===== src/rtl/deq_pkg.sv =====
package deq_pkg;

	localparam int DEPTH_DEF  = 16;
	localparam int DATA_W_DEF = 32;
	localparam int WORD_W     = 32;
	localparam int FILL_W     = 5;

	typedef enum logic [2:0] {
		CMD_PUSH_BACK  = 3'd0,
		CMD_POP_BACK   = 3'd1,
		CMD_PUSH_FRONT = 3'd2,
		CMD_POP_FRONT  = 3'd3,
		CMD_PEEK_BACK  = 3'd4,
		CMD_PEEK_FRONT = 3'd5,
		CMD_CLEAR      = 3'd6,
		CMD_COUNT      = 3'd7
	} cmd_t;

	typedef enum logic [1:0] {
		ST_OK    = 2'd0,
		ST_EMPTY = 2'd1,
		ST_FULL  = 2'd2
	} status_t;

	typedef struct packed {
		cmd_t              command;
		logic [WORD_W-1:0] data_in;
	} in_item_t;

	typedef struct packed {
		logic [WORD_W-1:0] data_out;
		logic [FILL_W-1:0] fill_level;
		status_t           status;
	} out_item_t;

	typedef struct packed {
		logic accept;
		logic load_rd;
	} ctrl_cmd_t;

	typedef struct packed {
		logic needs_read;
	} dp_stat_t;

endpackage


===== src/rtl/deq_dp.sv =====
module deq_dp import deq_pkg::*; #(
	parameter int DEPTH      = DEPTH_DEF,
	parameter int DATA_WIDTH = DATA_W_DEF
) (
	input  logic      clk,
	input  logic      arst_n,
	input  ctrl_cmd_t cmd,
	output dp_stat_t  stat,
	input  in_item_t  in_item,
	output out_item_t out_item
);

	localparam int IW = (DEPTH > 1) ? $clog2(DEPTH) : 1;
	localparam int CW = $clog2(DEPTH + 1);
	localparam int PW = IW + 1;
	localparam int SW = (DATA_WIDTH < WORD_W) ? DATA_WIDTH : WORD_W;

	logic [IW-1:0] front_q;
	logic [CW-1:0] count_q;
	logic [SW-1:0] mem [DEPTH];
	logic [SW-1:0] rd_q;
	out_item_t     out_q;

	logic          full;
	logic          empty;
	logic [PW-1:0] sum;
	logic [PW-1:0] sum_m1;
	logic [IW-1:0] back_wr;
	logic [IW-1:0] back_rd;
	logic [IW-1:0] front_dec;
	logic [IW-1:0] front_inc;
	logic [IW-1:0] front_d;
	logic [CW-1:0] count_d;
	status_t       status_d;
	logic          wr_en;
	logic [IW-1:0] wr_addr;
	logic          rd_en;
	logic [IW-1:0] rd_addr;
	logic          is_read;

	assign full   = (count_q == CW'(DEPTH));
	assign empty  = (count_q == '0);
	assign sum    = PW'(front_q) + PW'(count_q);
	assign sum_m1 = sum - PW'(1);

	assign back_wr   = (sum >= PW'(DEPTH)) ? IW'(sum - PW'(DEPTH)) : IW'(sum);
	assign back_rd   = (sum_m1 >= PW'(DEPTH)) ? IW'(sum_m1 - PW'(DEPTH)) : IW'(sum_m1);
	assign front_dec = (front_q == '0) ? IW'(DEPTH - 1) : front_q - IW'(1);
	assign front_inc = (front_q == IW'(DEPTH - 1)) ? '0 : front_q + IW'(1);

	assign is_read = in_item.command inside {CMD_POP_BACK, CMD_POP_FRONT,
		CMD_PEEK_BACK, CMD_PEEK_FRONT};
	assign stat.needs_read = is_read && !empty;

	always_comb begin
		front_d  = front_q;
		count_d  = count_q;
		status_d = ST_OK;
		wr_en    = 1'b0;
		wr_addr  = back_wr;
		rd_en    = 1'b0;
		rd_addr  = front_q;
		case (in_item.command)
			CMD_PUSH_BACK: begin
				if (full) begin
					status_d = ST_FULL;
				end else begin
					wr_en   = cmd.accept;
					count_d = count_q + CW'(1);
				end
			end
			CMD_PUSH_FRONT: begin
				if (full) begin
					status_d = ST_FULL;
				end else begin
					wr_en   = cmd.accept;
					wr_addr = front_dec;
					front_d = front_dec;
					count_d = count_q + CW'(1);
				end
			end
			CMD_POP_BACK, CMD_PEEK_BACK: begin
				rd_addr = back_rd;
				if (empty) begin
					status_d = ST_EMPTY;
				end else begin
					rd_en = cmd.accept;
					if (in_item.command == CMD_POP_BACK) begin
						count_d = count_q - CW'(1);
					end
				end
			end
			CMD_POP_FRONT, CMD_PEEK_FRONT: begin
				if (empty) begin
					status_d = ST_EMPTY;
				end else begin
					rd_en = cmd.accept;
					if (in_item.command == CMD_POP_FRONT) begin
						front_d = front_inc;
						count_d = count_q - CW'(1);
					end
				end
			end
			CMD_CLEAR: begin
				count_d = '0;
			end
			default: begin
			end
		endcase
	end

	always_ff @(posedge clk or negedge arst_n) begin
		if (!arst_n) begin
			front_q <= '0;
			count_q <= '0;
		end else if (cmd.accept) begin
			front_q <= front_d;
			count_q <= count_d;
		end
	end

	always_ff @(posedge clk) begin
		if (wr_en) begin
			mem[wr_addr] <= in_item.data_in[SW-1:0];
		end
		if (rd_en) begin
			rd_q <= mem[rd_addr];
		end
		if (cmd.accept) begin
			out_q.data_out   <= '0;
			out_q.fill_level <= FILL_W'(count_d);
			out_q.status     <= status_d;
		end else if (cmd.load_rd) begin
			out_q.data_out <= WORD_W'(rd_q);
		end
	end

	assign out_item = out_q;

endmodule


===== src/rtl/deq_ctrl.sv =====
module deq_ctrl import deq_pkg::*; (
	input  logic      clk,
	input  logic      arst_n,
	input  logic      in_valid,
	output logic      in_stall,
	output logic      out_valid,
	input  logic      out_stall,
	input  dp_stat_t  stat,
	output ctrl_cmd_t cmd
);

	typedef enum logic {
		S_IDLE,
		S_READ
	} state_t;

	state_t state_q;
	logic   out_valid_q;

	assign in_stall    = (state_q != S_IDLE) || (out_valid_q && out_stall);
	assign cmd.accept  = in_valid && !in_stall;
	assign cmd.load_rd = (state_q == S_READ);
	assign out_valid   = out_valid_q;

	always_ff @(posedge clk or negedge arst_n) begin
		if (!arst_n) begin
			state_q     <= S_IDLE;
			out_valid_q <= 1'b0;
		end else begin
			case (state_q)
				S_IDLE: begin
					if (cmd.accept && stat.needs_read) begin
						state_q <= S_READ;
					end
				end
				S_READ: begin
					state_q <= S_IDLE;
				end
				default: begin
					state_q <= S_IDLE;
				end
			endcase
			if (state_q == S_READ) begin
				out_valid_q <= 1'b1;
			end else if (cmd.accept && !stat.needs_read) begin
				out_valid_q <= 1'b1;
			end else if (out_valid_q && !out_stall) begin
				out_valid_q <= 1'b0;
			end
		end
	end

endmodule


===== src/rtl/double_ended_queue.sv =====
// Bounded double-ended queue held as a ring of DEPTH words.
// Input channel (in_valid/in_stall/in_item): one command transaction with a
// value; push back/front, pop back/front, peek back/front, clear, count.
// Output channel (out_valid/out_stall/out_item): exactly one result per
// command, in command order: data word, fill level after the command, status
// (ok, empty on pop/peek of an empty queue, full on push into a full queue).
// Pushes, clear, count and failed pops/peeks set out_valid in the cycle after
// acceptance; a pop or peek that reads the ring moves its word through rd_q
// and then the output register, since the ring memory has a registered read
// port. Non-reading commands are taken one per cycle while the output is not
// stalled; a reading command holds in_stall high while in S_READ.
// A new command is taken while the previous result waits, unless the output
// register is stalled; a stalled result holds and in_stall rises.
// Reset empties the queue (count and front pointer to zero) and drops any
// pending result; stored words are not cleared and need no clearing pass.
module double_ended_queue import deq_pkg::*; #(
	parameter int DEPTH      = DEPTH_DEF,
	parameter int DATA_WIDTH = DATA_W_DEF
) (
	input  logic      clk,
	input  logic      arst_n,
	input  logic      in_valid,
	output logic      in_stall,
	input  in_item_t  in_item,
	output logic      out_valid,
	input  logic      out_stall,
	output out_item_t out_item
);

	ctrl_cmd_t cmd;
	dp_stat_t  stat;

	deq_ctrl u_ctrl (
		.clk       (clk),
		.arst_n    (arst_n),
		.in_valid  (in_valid),
		.in_stall  (in_stall),
		.out_valid (out_valid),
		.out_stall (out_stall),
		.stat      (stat),
		.cmd       (cmd)
	);

	deq_dp #(
		.DEPTH      (DEPTH),
		.DATA_WIDTH (DATA_WIDTH)
	) u_dp (
		.clk      (clk),
		.arst_n   (arst_n),
		.cmd      (cmd),
		.stat     (stat),
		.in_item  (in_item),
		.out_item (out_item)
	);

	a_empty_zero: assert property (@(posedge clk) disable iff (!arst_n)
		out_valid && (out_item.status == ST_EMPTY) |->
		(out_item.data_out == '0) && (out_item.fill_level == '0))
		else $error("empty result carries data or nonzero fill");

	a_full_zero: assert property (@(posedge clk) disable iff (!arst_n)
		out_valid && (out_item.status == ST_FULL) |-> (out_item.data_out == '0))
		else $error("full result carries data");

	a_read_blocks: assert property (@(posedge clk) disable iff (!arst_n)
		cmd.accept && stat.needs_read |=> in_stall && !out_valid)
		else $error("read transaction did not hold off the input");

endmodule


===== config.mk =====
export PLATFORM = sky130hd
export DESIGN_NAME = double_ended_queue
export DESIGN_NICKNAME = d
export VERILOG_FILES = /design/src/rtl/deq_pkg.sv /design/src/rtl/deq_dp.sv /design/src/rtl/deq_ctrl.sv /design/src/rtl/double_ended_queue.sv
export SDC_FILE = /design/constraint.sdc
export NUM_CORES = 1
export LEC_CHECK = 0
export ABC_AREA = 1
export BUFFER_PORTS_ARGS = -buffer_cell sky130_fd_sc_hd__clkbuf_2
export CAP_MARGIN = 20
export CORE_MARGIN = 5
export CORE_UTILIZATION = 56
export DETAILED_ROUTE_END_ITERATION = 10
export GPL_TIMING_DRIVEN = 0
export PLACE_DENSITY = 0.75
export REMOVE_ABC_BUFFERS = 1
export SYNTH_ARGS = -nofsm -noshare
export SYNTH_HDL_FRONTEND = slang
export SYNTH_SLANG_ARGS = --single-unit

===== constraint.sdc =====
create_clock -name clk -period 3.5 [get_ports clk]
set_input_delay 0.7 -clock clk [delete_from_list [all_inputs] [get_ports clk]]
set_output_delay 0.7 -clock clk [all_outputs]
set_load 0.005 [all_outputs]

==> results of run 1 <==
[worst min-delay path by stage]
| stage | start | to | slack (ns) | cells past startpoint |
|---|---|---|---|---|
| floorplan | arst_n | u_ctrl.out_valid | 0.40 | 0 |
| global placement | u_ctrl.out_valid | u_ctrl.out_valid | 0.51 | 2 |
| detailed placement | u_dp.rd_q[19] | u_dp.out_item[26] | 0.54 | 3 |
| CTS | in_valid | u_ctrl.out_valid | 0.31 | 3 |
| global route | in_valid | u_ctrl.out_valid | 0.35 | 3 |
| finish | in_valid | u_ctrl.out_valid | 0.33 | 3 |
[kinds of logic after synthesis]
kind of cell | Yosys count | share of synthesized area (%)
AO/OA/AOI/OAI | 32 | 0.619
XOR/XNOR | 8 | 0.269
adder cells (fa/ha/maj) | 9 | 0.461
buffers and inverters | 615 | 9.27
flip-flops | 594 | 66.9
multiplexers | 32 | 1.38
AND/OR/NAND/NOR | 1169 | 21.1
[registers in the layout (all words and copies together), names as in the netlist]
signal            count
u_ctrl.out_valid      1
u_dp.out_item        39
u_dp.mem            512
u_ctrl.state_q        1
u_dp.count_q          5
u_dp.rd_q            32
u_dp.front_q          4
[timing repair]
action | in CTS | in global routing
endpoints found under the setup margin | 544 | 500
hold buffers | 1 | 0
buffers inserted | 25 | 7
gates resized for setup | 3 | 8
pin swaps | 19 | 4
endpoints found under the hold margin | 11 | 0
cloned | 5 | 3
[placed cells by master (no fill, tap or decap), drive strengths merged]
cell type,n
xor2,6
clkinv,20
o22ai,1
dlygate4sd3,1
nand3,538
diode,1
clkbuf,155
and2,1
nor3,1
edfxtp,551
mux2,32
bufinv,7
nand2,503
nor2,30
clkinvlp,3
a21oi,8
nand4,6
xnor2,2
inv,493
nand3b,97
o21ai,23
ha,8
buf,69
dfxtp,32
dfrtp,11
fa,1
[per-stage QoR]
stage	total power [mW]	TNS [ns]	setup slack, ns
floorplan	14.2	-327.21	-2.90
global placement	15.9	-2275.36	-7.52
detailed placement	17.8	-167.78	-0.539
CTS	24.5	0	0.00443
global route	26.2	-3.89	-0.0697
finish	25.0	0	0.0696
[layer usage]
metal | wire length, um | vias up | track usage (%)
li1 | - | 8322 | -
met1 | 25700 | 8725 | 35.2
met2 | 32200 | 1241 | 42.4
met3 | 8440 | 278 | 5.82
met4 | 3740 | 4 | 13.3
met5 | 22 | - | 0
[worst max-delay path: stages (launching register included)]
cell and delay [ns]:
dfrtp_1 0.52, ha_1 0.59, inv_1 0.30, ha_1 0.32, xnor2_1 0.21, nand2_1 0.12
nand2_4 0.41, buf_12 0.33, nand3_1 0.11, nand3_1 0.08, nand2_1 0.15
[report_power, final]
| part | switching (mW) | total (mW) | internal (mW) |
|---|---|---|---|
| Sequential | 0.263 | 8.68 | 8.42 |
| Clock | 2.71 | 6.50 | 3.79 |
| Combinational | 6.74 | 9.81 | 3.07 |
[area by class of cell]
type / count / area (um2) / share of cell area, %
Clock inverter: 35 / 384 / 1.27
Multi-Input combinational cell: 1257 / 6540 / 21.6
Clock buffer: 75 / 1620 / 5.34
Inverter: 488 / 1830 / 6.05
Sequential cell: 594 / 17500 / 57.7
Antenna cell: 1 / 2.50 / 0.00827
Tap cell: 607 / 759 / 2.51
Timing Repair Buffer: 150 / 1680 / 5.55
==> out/results.tsv, run 1 <==
metric	value	unit
status	finished clean	
hold_viol	0	
wirelength	70100	um
synth.largest_area_cell	edfxtp_1	
path_clk_slew	0.06	ns
cts_buffer_depth	3	
synth_most_common_cell	edfxtp_1	
io_pins	80	
synthCells	2459	
crit_end	u_dp.rd_q[13]	
regToRegStartpoint	u_dp.front_q[0]	
track_usage	26.7	%
tightest_slew	1.16	ns
antenna_found_initial	2	
synth_top_area_share	63.4	%
crit_fanout	35	
insertion_delay	0.63	ns
grt_pass1_vias	18200	
yosysUniqueCellTypes	29	
critical_path.startpoint_type	flip-flop	
gr-total-overflow	0	
drtIter0Drc	2438	
dpl_cell_area	0.0277	mm2
setup_viol	0	
grt_max_degree	93	
synthFlopType	edfxtp_1	
vdd_drop_max	0.780	mV
cts_tree	yes	
drc	0	
avgSynthCellArea	10.6	um2
rows	79	
stdcell_count	3207	
die_x	226	um
viasPerCell	5.79	
fin_crit	3.43	ns
clock_sinks	594	
p_leak	12.8	nW
period_share	98.0	%
gp_congestion	0.850	
htree_levels	2	
synth_edf_count	551	
finClkSkew	0.0254	ns
coreArea	0.0464	mm2
timing.fmax	292	MHz
regToRegSetupSlack	0.07	ns
crit_required	3.85	ns
slew_violations	0	
die_h	226	um
worstSetupEndpointType	flip-flop	
r2r-end	u_dp.rd_q[13]	
synthTopCellsByCount	edfxtp_1, nand3_1, nand2_1	
hold_path.class	input port to flip-flop	
slew-limit-headroom	22.7	%
postLayoutCoreUtil	65.3	%
antenna_left	0	
fillers	3145	
dp_hpwl	35400	um
pwr_density_cell	826	mW/mm2
root_buffer	clkbuf_16	
cp_data_arrival_time	3.78	ns
vias	18600	
crit_type	flip-flop to flip-flop	
ys_warn_count	0	
stdcell_area	0.0303	mm2
first_pass_iters	6	
yosysSeqAreaShare	66.9	%
synth_seq_cells	594	
floorplan.initialDensity	56.3	%
numCtsBuffers	58	
area_growth	16.1	%
drive_above_1_share	12.5	%
netlist_top_cells_area	edfxtp_1, nand3_1, nand2_1	
synthArstFlopShare	1.85	%
reg2regPathDepth	10	
cap_violations	0	
critPathLaunch	u_dp.front_q[0]	
place_inst	3055	
fin_nets	2597	
synth_area	0.0261	mm2
io_buffers	79	
grt_first_pass_wirelength	104000	um
wire_per_inst	21.9	um
hold_ws	0.330	ns
dieArea	0.0510	mm2
No activity file was read; power rests on OpenSTA's default activity.
==> run 2, diff against run 1 <==
CORE_UTILIZATION = 45   (was 56)
PLACE_DENSITY = 0.62   (was 0.75)
==> run 2 against run 1 <==
Against the previous run:
- sequential power is essentially flat
- wire length shrank 3.0%
- design area grew 0.94%
- setup slack gained 0.051 ns
- global-route usage shrank 5.7 points
- clock skew shrank 0.0057 ns
- non-clock buffer count grew 1
- via count shrank 4.4%
- clock-buffer cell count grew 16
- hold slack gained 0.0083 ns
- critical endpoint is now u_dp.mem[1][26]
- largest power group unchanged
==> out/results.tsv, run 2 (same netlist as run 1, synthesis figures left out) <==
metric	value	unit	change
status	finished clean		unchanged
cts_tree	yes		unchanged
root_buffer	clkbuf_16		unchanged
crit_type	flip-flop to flip-flop		unchanged
cts_buffer_depth	3		unchanged
vdd_drop_max	0.592	mV	was 0.780 mV
drc	0		unchanged
critPathMaxStageDelay	0.55	ns	was 0.59 ns
htree_levels	3		was 2
cp_num_buf_inv	3		was 2
track_usage	21.0	%	was 26.7%
clock_sinks	594		unchanged
rows	88		was 79
die_h	251	um	was 226 um
numCtsBuffers	66		was 58
io_pins	80		unchanged
met1_usage	29.4	%	was 35.2%
fin_crit	3.38	ns	was 3.43 ns
swShare	38.1	%	was 38.8%
hold_path.class	input port to flip-flop		unchanged
grt_pass1_vias	16900		was 18200
viasPerCell	5.27		was 5.79
slew-limit-headroom	22.8	%	was 22.7%
regToRegSetupSlack	0.12	ns	was 0.07 ns
first_pass_iters	6		unchanged
largest_register	u_dp.mem		unchanged
grt_max_degree	132		was 93
p_switching	9.48	mW	was 9.71 mW
cpMostUsedCell	nand2_1		
area_growth	17.2	%	was 16.1%
gp_congestion	0.817		was 0.850
insertion_delay	0.59	ns	was 0.63 ns
largest_reg_flops	512		unchanged
wirelength	68000	um	was 70100 um
critPathTopFamily	simple AND/OR/NAND/NOR gates		was adder cells
stdcell_count	3371		was 3207
p_int	15.4	mW	was 15.3 mW
p_leak	12.8	nW	about the same
path_clk_slew	0.06	ns	about the same
slew_violations	0		unchanged
crit_required	3.78	ns	was 3.85 ns
antenna_left	0		unchanged
tightest_slew	1.16	ns	about the same
grt_first_pass_wirelength	101000	um	was 104000 um
critical_path.startpoint_type	flip-flop		unchanged
p_clk_share	26.3	%	was 26.0%
wire_per_inst	20.2	um	was 21.9 um
dieArea	0.0629	mm2	was 0.0510 mm2
seq_power_share	34.9	%	was 34.7%
fin_nets	2603		was 2597
worstSetupEndpointType	flip-flop		unchanged
slowest_stage	o21ai_0		was ha_1
rsz0062_at_grt	yes		
met2_usage	33.0	%	was 42.4%
finClkSkew	0.0196	ns	was 0.0254 ns
crit_fanout	14		was 35
floorplan.initialDensity	45.3	%	was 56.3%
vias	17800		was 18600
final_common_cell	edfxtp_1		unchanged
grt_use_met3	3.84	%	was 5.82%
timing.fmax	296	MHz	was 292 MHz
dp_hpwl	36600	um	was 35400 um
io_buffers	79		unchanged
cp_data_arrival_time	3.66	ns	was 3.78 ns
final_cell_mix	edfxtp_1, nand3_1, nand2_1		unchanged
grt.busiest_layer	met2		unchanged
fillers	4758		was 3145
antenna_found_initial	5		was 2
drive_above_1_share	12.1	%	was 12.5%
coreArea	0.0576	mm2	was 0.0464 mm2
gr-total-overflow	0		unchanged
place_inst	3216		was 3055
postLayoutCoreUtil	53.1	%	was 65.3%
setup_viol	0		unchanged
drtIter0Drc	1716		was 2438
combPwrFrac	38.8	%	was 39.3%
tns	0	ns	unchanged
hold_ws	0.338	ns	was 0.330 ns
hold_viol	0		unchanged
cap_violations	0		unchanged
pwr_density_cell	814	mW/mm2	was 826 mW/mm2
path_cells	inv_1 -> ha_1 -> nand2_1 -> nor2_1 -> nand2_1 -> nand2_1 -> inv_1 -> nand2_1 -> o21ai_0 -> nand2_1 -> nor2_4 -> buf_16		was ha_1 -> inv_1 -> ha_1 -> xnor2_1 -> nand2_1 -> nand2_4 -> buf_12 -> nand3_1 -> nand3_1 -> nand2_1
period_share	96.6	%	was 98.0%
die_x	251	um	was 226 um
## run 2: power by group through the flow
stage	logic, mW	clock network (mW)	registers (mW)
after CTS	9.38	6.67	8.69
after floorplan	5.45	0	8.77
after detailed placement	9.21	0	8.83
final	9.66	6.54	8.68
after global placement	7.16	0	8.82
after global routing	10.5	6.97	8.73
## run 2: final cells by class
class	instances	area (um2)	area share (%)
Sequential cell	594	17500	57.1
Multi-Input combinational cell	1254	6480	21.2
Clock buffer	91	1860	6.08
Inverter	488	1830	5.99
Timing Repair Buffer	151	1780	5.82
Tap cell	765	957	3.13
Clock inverter	26	179	0.585
Antenna cell	2	5.00	0.0164
## run 2: worst min-delay path: stages
cell and delay (ns):
clkbuf_2 0.10, nand2_1 0.05, nand2_1 0.05
## run 2: worst paths after layout
| kind | endpoint | cells after the start | start |
|---|---|---|---|
| max | u_dp.mem[1][26] | 12 | u_dp.count_q[0] |
| min | u_ctrl.out_valid | 3 | in_valid |
| max reg2reg | u_dp.mem[1][26] | 12 | u_dp.count_q[0] |
| min reg2reg | u_dp.out_item[32] | 3 | u_dp.rd_q[25] |
| max in group asynchronous | u_ctrl.state_q | 2 | arst_n |
| min in group asynchronous | u_ctrl.out_valid | 2 | arst_n |
## run 2: metal layers
layer	wire, um	part of all wire (%)
met1	28800	42
met2	30900	45
met3	6010	8.8
met4	2180	3.2
met5	55	0.081
## run 2: through the flow
stage | power [mW] | setup WS (ns) | cell area (um2)
floorplan | 14.2 | -2.90 | 25500
global route | 26.2 | 0.00334 | 30600
finish | 24.9 | 0.121 | 30600
CTS | 24.7 | 0.0382 | 30500
detailed placement | 18.0 | -0.422 | 28000
global placement | 16.0 | -7.98 | 26800
## run 2: repair_timing
action / 4_1_cts / 5_1_grt
setup buffers: 27 / 3
hold buffers: 1 / 0
setup endpoints to repair: 383 / 299
gates resized for setup: 1 / 5
endpoints found under the hold margin: 11 / 0
cloned: 2 / 3
pin swaps: 17 / 2
